`config.mk`:
```
export PLATFORM = sky130hd
export DESIGN_NAME = divider_and_reload_timer
export DESIGN_NICKNAME = d
export VERILOG_FILES = /design/src/hdl/drt_pkg.sv /design/src/hdl/drt_core.sv /design/src/hdl/divider_and_reload_timer.sv
export SDC_FILE = /design/constraint.sdc
export NUM_CORES = 1
export LEC_CHECK = 0
export BUFFER_PORTS_ARGS = -buffer_cell sky130_fd_sc_hd__buf_2
export CAP_MARGIN = 0
export CORE_ASPECT_RATIO = 0.75
export CORE_MARGIN = 10
export CORE_UTILIZATION = 57
export CTS_BUF_LIST = sky130_fd_sc_hd__clkbuf_8
export CTS_CLUSTER_DIAMETER = 40
export DETAILED_ROUTE_END_ITERATION = 7
export PLACE_DENSITY = 0.81
export SETUP_SLACK_MARGIN = 0.5
export SLEW_MARGIN = 30
export SYNTH_ARGS = -nofsm -noshare
export SYNTH_HDL_FRONTEND = slang
export SYNTH_SLANG_ARGS = --single-unit
```
`constraint.sdc`:
```
create_clock -name i_clk -period 3.3 [get_ports i_clk]
set_input_delay 0.165 -clock i_clk [delete_from_list [all_inputs] [get_ports i_clk]]
set_output_delay 0.165 -clock i_clk [all_outputs]
set_load 0.01 [all_outputs]
```
`src/hdl/drt_pkg.sv`:
```
// Shared types and constants for the divider and reload timer.
// No dependencies; imported by drt_core, divider_and_reload_timer and the testbench.
package drt_pkg;

    // Default number of ticks per divider step
    localparam int unsigned DIVIDER_PERIOD_DEF = 64;

    localparam int unsigned CTRL_ENABLE_BIT = 2;
    localparam logic [7:0]  COUNTER_MAX     = 8'hFF;
    localparam int unsigned CPS_W           = 9;

    // Counter period per control bits 1..0
    localparam logic [CPS_W-1:0] PERIOD_TABLE [4] = '{9'd256, 9'd4, 9'd16, 9'd64};

    typedef enum logic [1:0] {
        REQ_TICK  = 2'd0,
        REQ_READ  = 2'd1,
        REQ_WRITE = 2'd2
    } t_req_kind;

    typedef enum logic [1:0] {
        OFS_DIVIDER = 2'd0,
        OFS_COUNTER = 2'd1,
        OFS_MODULO  = 2'd2,
        OFS_CONTROL = 2'd3
    } t_reg_ofs;

    typedef struct packed {
        logic [1:0] req_type;
        logic [1:0] reg_offset;
        logic [7:0] write_data;
    } t_req;

    typedef struct packed {
        logic       timer_irq;
        logic [7:0] read_data;
    } t_rsp;

endpackage

```
`src/hdl/drt_core.sv`:
```
// Timer register file and single-pass tick/read/write logic.
// Depends on drt_pkg.
module drt_core #(
    parameter int unsigned DIVIDER_PERIOD = drt_pkg::DIVIDER_PERIOD_DEF
) (
    input  logic          i_clk,
    input  logic          i_rst_n,
    input  logic          i_step,
    input  drt_pkg::t_req i_req,
    output drt_pkg::t_rsp o_rsp
);
    import drt_pkg::*;

    localparam int unsigned DivPsW = $clog2(DIVIDER_PERIOD + 1);
    localparam logic [DivPsW-1:0] DivLimit = DivPsW'(DIVIDER_PERIOD);

    logic [7:0]        r_div_val, n_div_val;
    logic [DivPsW-1:0] r_div_ps,  n_div_ps;
    logic [7:0]        r_cnt,     n_cnt;
    logic [7:0]        r_mod,     n_mod;
    logic [7:0]        r_ctrl,    n_ctrl;
    logic [CPS_W-1:0]  r_cps,     n_cps;
    logic [1:0]        r_per_sel, n_per_sel;

    logic [DivPsW-1:0] w_div_inc;
    logic [CPS_W-1:0]  w_cps_inc;
    t_rsp              w_rsp;

    assign w_div_inc = r_div_ps + DivPsW'(1);
    assign w_cps_inc = r_cps + CPS_W'(1);

    // Work out the next timer state and the response for the current request
    always_comb begin
        n_div_val = r_div_val;
        n_div_ps  = r_div_ps;
        n_cnt     = r_cnt;
        n_mod     = r_mod;
        n_ctrl    = r_ctrl;
        n_cps     = r_cps;
        n_per_sel = r_per_sel;
        w_rsp     = '0;
        case (i_req.req_type)
            REQ_TICK: begin
                // Advance the free-running divider
                if (w_div_inc >= DivLimit) begin
                    n_div_val = r_div_val + 8'd1;
                    n_div_ps  = '0;
                end else begin
                    n_div_ps  = w_div_inc;
                end
                // Advance the counter while enabled; reload and flag on overflow
                if (r_ctrl[CTRL_ENABLE_BIT]) begin
                    if (w_cps_inc >= PERIOD_TABLE[r_per_sel]) begin
                        n_cps = '0;
                        if (r_cnt == COUNTER_MAX) begin
                            n_cnt           = r_mod;
                            w_rsp.timer_irq = 1'b1;
                        end else begin
                            n_cnt = r_cnt + 8'd1;
                        end
                    end else begin
                        n_cps = w_cps_inc;
                    end
                end
            end
            REQ_READ: begin
                case (i_req.reg_offset)
                    OFS_DIVIDER: w_rsp.read_data = r_div_val;
                    OFS_COUNTER: w_rsp.read_data = r_cnt;
                    OFS_MODULO:  w_rsp.read_data = r_mod;
                    default:     w_rsp.read_data = r_ctrl;
                endcase
            end
            REQ_WRITE: begin
                case (i_req.reg_offset)
                    OFS_DIVIDER: begin
                        n_div_val = '0;
                        n_div_ps  = '0;
                    end
                    OFS_COUNTER: n_cnt = i_req.write_data;
                    OFS_MODULO:  n_mod = i_req.write_data;
                    default: begin
                        n_ctrl = i_req.write_data;
                        // Keep the old period when the write leaves the timer disabled
                        if (i_req.write_data[CTRL_ENABLE_BIT]) begin
                            n_per_sel = i_req.write_data[1:0];
                        end
                    end
                endcase
            end
            default: ;
        endcase
    end

    // Commit the state when the request moves to the result register
    always_ff @(posedge i_clk) begin
        if (!i_rst_n) begin
            r_div_val <= '0;
            r_div_ps  <= '0;
            r_cnt     <= '0;
            r_mod     <= '0;
            r_ctrl    <= '0;
            r_cps     <= '0;
            r_per_sel <= '0;
        end else if (i_step) begin
            r_div_val <= n_div_val;
            r_div_ps  <= n_div_ps;
            r_cnt     <= n_cnt;
            r_mod     <= n_mod;
            r_ctrl    <= n_ctrl;
            r_cps     <= n_cps;
            r_per_sel <= n_per_sel;
        end
    end

    assign o_rsp = w_rsp;

endmodule

```
`src/hdl/divider_and_reload_timer.sv`:
```
// Divider and reload timer: one tick, read or write request per cycle.
// The input register holds a request; the result register holds its response.
// Throughput: one request per cycle while m_axis_tready stays high; the input
// register and the result register each hold one request.
// Reset (synchronous, i_rst_n low): all timer registers clear, period 256 ticks.
// Depends on drt_pkg and drt_core.
module divider_and_reload_timer #(
    parameter int unsigned DIVIDER_PERIOD = drt_pkg::DIVIDER_PERIOD_DEF
) (
    input  logic        i_clk,
    input  logic        i_rst_n,
    input  logic        s_axis_tvalid,
    output logic        s_axis_tready,
    input  logic [15:0] s_axis_tdata,  // [1:0] reg_offset, [9:2] write_data, [15:10] zero
    input  logic [1:0]  s_axis_tuser,  // [1:0] req_type
    output logic        m_axis_tvalid,
    input  logic        m_axis_tready,
    output logic [15:0] m_axis_tdata   // [7:0] read_data, [8] timer_irq, [15:9] zero
);
    import drt_pkg::*;

    logic r_in_valid,  n_in_valid;
    logic r_out_valid, n_out_valid;
    t_req r_in;
    t_rsp r_out;
    t_rsp w_rsp;
    logic w_acc;
    logic w_adv;

    // Move the held request forward when the result register is free or draining
    assign w_adv         = r_in_valid && (!r_out_valid || m_axis_tready);
    assign s_axis_tready = !r_in_valid || w_adv;
    assign w_acc         = s_axis_tvalid && s_axis_tready;

    assign n_in_valid  = w_acc || (r_in_valid && !w_adv);
    assign n_out_valid = w_adv || (r_out_valid && !m_axis_tready);

    always_ff @(posedge i_clk) begin
        if (!i_rst_n) begin
            r_in_valid  <= 1'b0;
            r_out_valid <= 1'b0;
        end else begin
            r_in_valid  <= n_in_valid;
            r_out_valid <= n_out_valid;
        end
    end

    // Capture the request and the response
    always_ff @(posedge i_clk) begin
        if (w_acc) begin
            r_in.req_type   <= s_axis_tuser;
            r_in.reg_offset <= s_axis_tdata[1:0];
            r_in.write_data <= s_axis_tdata[9:2];
        end
        if (w_adv) begin
            r_out <= w_rsp;
        end
    end

    drt_core #(
        .DIVIDER_PERIOD(DIVIDER_PERIOD)
    ) u_core (
        .i_clk  (i_clk),
        .i_rst_n(i_rst_n),
        .i_step (w_adv),
        .i_req  (r_in),
        .o_rsp  (w_rsp)
    );

    assign m_axis_tvalid = r_out_valid;
    assign m_axis_tdata  = {7'd0, r_out.timer_irq, r_out.read_data};

endmodule

```
==> flow_summary.json, run 1 <==
{
  "status": "finished clean",
  "setup_viol": 0,
  "fin_skew_ns": 0.01367,
  "ant_nets": 0,
  "drv_cap": 0,
  "clockBufferDepth": 2,
  "coreArea_um2": 6350,
  "synthToLayoutAreaGrowth_pct": 12.32,
  "drt-wirelength-per-cell_um": 17.66,
  "htree_levels": 3,
  "cts_sinks": 73,
  "endpoint_kind": "flop",
  "ys.flop_type": "dfxtp_1",
  "cp.depth": 9,
  "synth_edf_count": 21,
  "yosys_warnings": 0,
  "powerDensity_nw_per_um2": 403.3,
  "p_leak_nw": 1.683,
  "ys_ff_latch": 73,
  "yosysTopAreaCellShare": 0.2779,
  "grt_max_degree": 34,
  "overflow": 0,
  "vias": 2968,
  "startpoint_type": "flop",
  "grt_pass1_wl_um": 14570,
  "slowest_stage": "dfxtp_1",
  "pwr-share-clk": 0.373,
  "cts_inserted_buffers": 9,
  "slowest_delay_ns": 0.50,
  "dp_hpwl_um": 6001,
  "n_antenna_cell": 0,
  "synthTopCellsByArea": "dfxtp_1 (28%), edfxtp_1 (17%), mux2i_1 (7.7%), mux4_2 (4.8%), nor2_1 (4.1%)",
  "cts-root-buf": "clkbuf_8",
  "yosys.area_share.simple": 0.2148,
  "final_nets": 439,
  "initial_utilization": 0.5900,
  "layout-drive-gt1-share": 0.1768,
  "design.die.area_um2": 10250,
  "syn_area_per_cell_um2": 10.04,
  "gp_congestion": 0.9119,
  "hold_path.class": "in2reg",
  "power.internal_mw": 1.259,
  "worst_pin_slew_ns": 1.042,
  "final_util": 0.6627,
  "p_sw_mw": 0.4385,
  "path_clk_slew_ns": 0.08,
  "rsz0062_at_grt": "no",
  "reg2reg_depth": 9,
  "cts_tree": "built",
  "final.setup.tns_ns": 0,
  "synth_xor_area_frac": 0.04676,
  "syn-cell-area_um2": 3746,
  "most-common-layout-cells": "dfxtp_1 (52), nor2_1 (41), nand2_1 (35)",
  "slew_viol_final": 0,
  "power_mw": 1.697,
  "synth.distinct_cells": 62,
  "portBuffers": 26,
  "switching_share": 0.2584,
  "num_rows": 25,
  "cp.arrival_ns": 2.80,
  "cp_num_buf_inv": 0,
  "hold_violations": 0,
  "ys_seq_area_frac": 0.4462,
  "fmax_mhz": 379.4,
  "synth_top_family_by_area": "simple AND/OR/NAND/NOR gates",
  "insertion_delay_ns": 0.36,
  "path_cells": "and4_2 -> nand4_1 -> xnor2_1 -> ha_1 -> nand2_1 -> a211oi_1 -> and3_4 -> nor2_1 -> nor3_2",
  "die_h_um": 90.21,
  "cp_max_fo": 9,
  "critical_path.top_delay_family": "simple AND/OR/NAND/NOR gates",
  "die_w_um": 113.6,
  "drc": 0,
  "drtIter0Drc": 261,
  "grt_pass1_vias": 2889,
  "period_minus_slack_ns": 2.636,
  "wirelength_um": 8722,
  "synth_cells": 373,
  "cp.required_ns": 3.47,
  "slew_headroom": 0.2994,
  "post-route-period-util": 0.7987,
  "vdd_drop_max_mv": 0.4167,
  "worstHoldPathCells": 3,
  "n_fill_cell": 504,
  "routed_via_density": 6.008,
  "rrSetupSlack_ns": 0.66,
  "pwr-share-seq": 0.567,
  "muxShareOfSynthArea": 0.1286,
  "crit_type": "reg2reg",
  "layout_commonest_cell": "dfxtp_1",
  "yosysTopAreaCell": "dfxtp_1",
  "antenna_found_initial": 0,
  "num_io_pins": 40,
  "synthArstFlopShare": 0,
  "synth_compound_area_frac": 0.08918,
  "first_pass_iters": 5,
  "grt_usage": 0.1736,
  "power_frac_comb": 0.060,
  "synth_fa_ha_area_frac": 0.03006
}
[cell families after synthesis]
group,Yosys count
muxes,38
adders and majority gates,9
buffers and inverters,32
DFF,73
xor gates and xnor gates,20
AOI/OAI and AO/OA,46
and+or+nand+nor,154
other,1
[registers in the layout (all words and copies together) (netlist names)]
signal / count
u_core.r_div_val: 8
u_core.r_mod: 8
u_core.r_per_sel: 2
u_core.r_ctrl: 8
u_core.r_cnt: 8
m_axis_tvalid: 1
u_core.r_cps: 9
r_in_valid: 1
m_axis_tdata: 9
r_in: 12
u_core.r_div_ps: 7
[stage by stage]
step / hold WS, ns / std cells / setup slack (ns) / cell area [µm²]
after floorplan: 0.2639 / 379 / 0.9444 / 3769
after global placement: 0.3415 / 466 / 0.4450 / 3897
after detailed placement: 0.3431 / 466 / 0.4651 / 3897
after CTS: 0.01861 / 494 / 0.5862 / 4200
after global routing: 0.03255 / 494 / 0.5077 / 4208
final: 0.03816 / 494 / 0.6644 / 4208
[metal layers]
layer	track usage	routed length, µm	vias up	part of all wire
li1	-	-	1406	-
met1	0.2373	4016	1426	0.46
met2	0.2495	3818	125	0.44
met3	0.06242	781	11	0.090
met4	0.05063	105	0	0.012
met5	0	0	-	0
[cell usage after synthesis (5+ instances only)]
master    number
nor2_1        41
xnor2_1       14
buf_4          8
nand2_1       35
nor2b_1       12
xor2_1         6
mux4_2         8
a211oi_1       6
and2_1         5
mux2i_1       29
nand4_1        6
o211ai_1       8
ha_1           9
edfxtp_1      21
nor3_1         6
a21oi_1        6
o21ai_0        6
nand3_1       15
nand2b_1       5
inv_1          7
clkbuf_1      10
dfxtp_1       52
[power by group through the flow]
stage               sequential [mW]  clock (mW)  combinational [mW]
floorplan                     0.975           0              0.0640
global placement              0.980           0              0.0850
detailed placement            0.982           0              0.0880
CTS                           0.961       0.646              0.0994
global route                  0.963       0.686               0.112
finish                        0.962       0.634               0.101
[what timing repair did]
action                     CTS  global route
hold buffers                12             0
setup endpoints to repair    1             1
setup buffers                0             0
gates resized for setup      1             2
hold endpoints to repair    12             0
[worst min-delay path: stages]
cell and delay (ns):
buf_2 0.09, a21oi_1 0.04, nor2_1 0.07
[cell type report]
| class | instances | area (µm²) | share of cell area |
|---|---|---|---|
| Clock buffer | 9 | 123.9 | 0.02944 |
| Clock inverter | 7 | 52.55 | 0.01249 |
| Inverter | 8 | 30.03 | 0.007136 |
| Multi-Input combinational cell | 274 | 1948 | 0.4630 |
| Sequential cell | 73 | 1672 | 0.3973 |
| Tap cell | 81 | 101.3 | 0.02409 |
| Timing Repair Buffer | 42 | 280.3 | 0.06661 |
[worst paths after layout]
check	to	startpoint
setup / recovery	m_axis_tdata[8]	u_core.r_cps[2]
hold / removal	r_in_valid	s_axis_tvalid
setup reg to reg	m_axis_tdata[8]	u_core.r_cps[2]
hold reg to reg	u_core.r_ctrl[0]	u_core.r_ctrl[0]
(Power assumes the default switching activity.)
==> run 2: changes to the inputs <==
clock period = 2.5 ns   (was 3.3 ns; I/O delays follow)
==> flow_summary.json, run 2 (synthesized netlist as in run 1, its figures left out) <==
{
  "drt-wirelength-per-cell_um": 18.50,
  "cp_num_buf_inv": 1,
  "initial_utilization": 0.5900,
  "layout-drive-gt1-share": 0.2558,
  "path_clk_slew_ns": 0.08,
  "n_fill_cell": 446,
  "cts_sinks": 73,
  "cp_max_fo": 8,
  "p_sw_mw": 0.5939,
  "pwr-share-clk": 0.373,
  "cts-root-buf": "clkbuf_8",
  "rrSetupSlack_ns": 0.20,
  "n_antenna_cell": 0,
  "power.internal_mw": 1.672,
  "worstHoldPathCells": 3,
  "pre_cts_slack_ns": 0.1033,
  "grt_pass1_wl_um": 14860,
  "final.setup.tns_ns": 0,
  "startpoint_type": "flop",
  "fin_skew_ns": 0.006907,
  "slowest_delay_ns": 0.36,
  "coreArea_um2": 6350,
  "slew_viol_final": 0,
  "power_frac_comb": 0.071,
  "cts_tree": "built",
  "rsz0062_at_grt": "yes",
  "crit_type": "reg2reg",
  "ant_nets": 0,
  "antenna_found_initial": 0,
  "wirelength_um": 9527,
  "num_io_pins": 40,
  "largest_reg_flops": 12,
  "hp-start": "i_rst_n",
  "hold_path.class": "in2reg",
  "hold_path_end": "u_core.r_cps[0]",
  "slew_headroom": 0.6228,
  "layout_commonest_cell": "dfxtp_1",
  "overflow": 0,
  "r2r-start": "u_core.r_cps[5]",
  "grt_usage": 0.1778,
  "pwr-share-seq": 0.556,
  "cp.required_ns": 2.79,
  "cp.arrival_ns": 2.59,
  "htree_levels": 3,
  "critical_path.top_delay_family": "simple AND/OR/NAND/NOR gates",
  "design.die.area_um2": 10250,
  "hold_violations": 0,
  "fmax_mhz": 434.0,
  "drc": 0,
  "r2r-end": "u_core.r_cnt[1]",
  "status": "finished clean",
  "synthToLayoutAreaGrowth_pct": 21.04,
  "grt_max_degree": 33,
  "p_leak_nw": 1.837,
  "first_pass_iters": 5,
  "portBuffers": 26,
  "vdd_drop_max_mv": 0.4584,
  "vias": 3137,
  "insertion_delay_ns": 0.36,
  "grt_pass1_vias": 3033,
  "die_w_um": 113.6,
  "gp_congestion": 0.8730,
  "die_h_um": 90.21,
  "switching_share": 0.2620,
  "largest_register": "r_in",
  "dp_hpwl_um": 6300,
  "drv_cap": 0,
  "path_cells": "and4_4 -> nand4_1 -> xnor2_2 -> ha_4 -> nand2_4 -> a211oi_2 -> a41o_2 -> a21oi_4 -> buf_12 -> mux2i_1",
  "reg2reg_depth": 10,
  "num_rows": 25,
  "layout_setup_ws_ns": 0.1956,
  "clockBufferDepth": 2,
  "final_nets": 460,
  "period_minus_slack_ns": 2.304,
  "powerDensity_nw_per_um2": 499.8,
  "endpoint_kind": "flop",
  "most-common-layout-cells": "dfxtp_1 (48), nor2_1 (41), nand2_1 (34)",
  "post-route-period-util": 0.9217,
  "slowest_stage": "dfxtp_4",
  "cts_inserted_buffers": 9,
  "worst_pin_slew_ns": 0.5639,
  "routed_via_density": 6.091,
  "drtIter0Drc": 238,
  "setup_viol": 0
}
## run 2: worst max path at each step
stage / from / to / slack, ns / depth (start not counted)
2_1_floorplan: u_core.r_cps[2] / u_core.r_cps[0] / 0.32 / 11
3_3_place_gp: u_core.r_cps[5] / u_core.r_cnt[7] / 0.16 / 10
3_5_place_dp: u_core.r_cps[5] / u_core.r_cnt[1] / 0.10 / 10
4_1_cts: u_core.r_cps[5] / u_core.r_cps[0] / 0.30 / 9
5_1_grt: u_core.r_cps[5] / u_core.r_cps[3] / 0.08 / 9
6_report: u_core.r_cps[5] / u_core.r_cnt[1] / 0.20 / 10
## run 2: final cells by class
class                           instances  area (µm²)  share of cell area
Timing Repair Buffer                   62       449.2             0.09906
Clock inverter                          7       55.05             0.01214
Tap cell                               81       101.3             0.02235
Clock buffer                            9       123.9             0.02732
Multi-Input combinational cell        275        2091              0.4611
Sequential cell                        73        1684              0.3714
Inverter                                8       30.03            0.006623
## run 2: timing repair
| action | CTS | global route |
|---|---|---|
| endpoints found under the setup margin | 25 | 25 |
| pin swaps | 5 | 4 |
| endpoints found under the hold margin | 13 | 0 |
| gates resized for setup | 11 | 10 |
| hold buffers | 13 | 0 |
| cloned | 0 | 1 |
| setup buffers | 4 | 2 |
## run 2: metrics by stage
stage / area [µm²] / instances / hold slack, ns / power, mW / util
after floorplan: 3851 / 379 / 0.2239 / 1.374 / -
after global placement: 4075 / 479 / 0.3014 / 1.416 / 0.6418
after detailed placement: 4075 / 479 / 0.3036 / 1.422 / 0.6418
after CTS: 4464 / 512 / 0.03840 / 2.271 / 0.7031
after global routing: 4534 / 515 / 0.05289 / 2.351 / 0.7141
final: 4534 / 515 / 0.04767 / 2.266 / 0.7141
## run 2: power by group through the flow
stage               Clock, mW  Sequential (mW)  Combinational [mW]
finish                  0.845             1.26               0.160
global route            0.913             1.26               0.175
CTS                     0.860             1.26               0.152
detailed placement          0             1.29               0.131
global placement            0             1.29               0.128
floorplan                   0             1.29              0.0868
## run 2: routing by layer
metal,vias to the layer above,global-route usage,part of all wire
li1,1442,-,-
met1,1499,0.2246,0.42
met2,174,0.2719,0.46
met3,22,0.06640,0.096
met4,0,0.06013,0.024
met5,-,0,0
## run 2: worst reg2reg max path: cells and delay by family (launching register included)
kind                       cells  cell delay, ns
buffers and inverters          1            0.15
xor gates and xnor gates       1            0.29
adders and majority gates      1            0.25
muxes                          1            0.20
DFF                            1            0.36
AOI/OAI and AO/OA              3            0.49
and+or+nand+nor                3            0.50
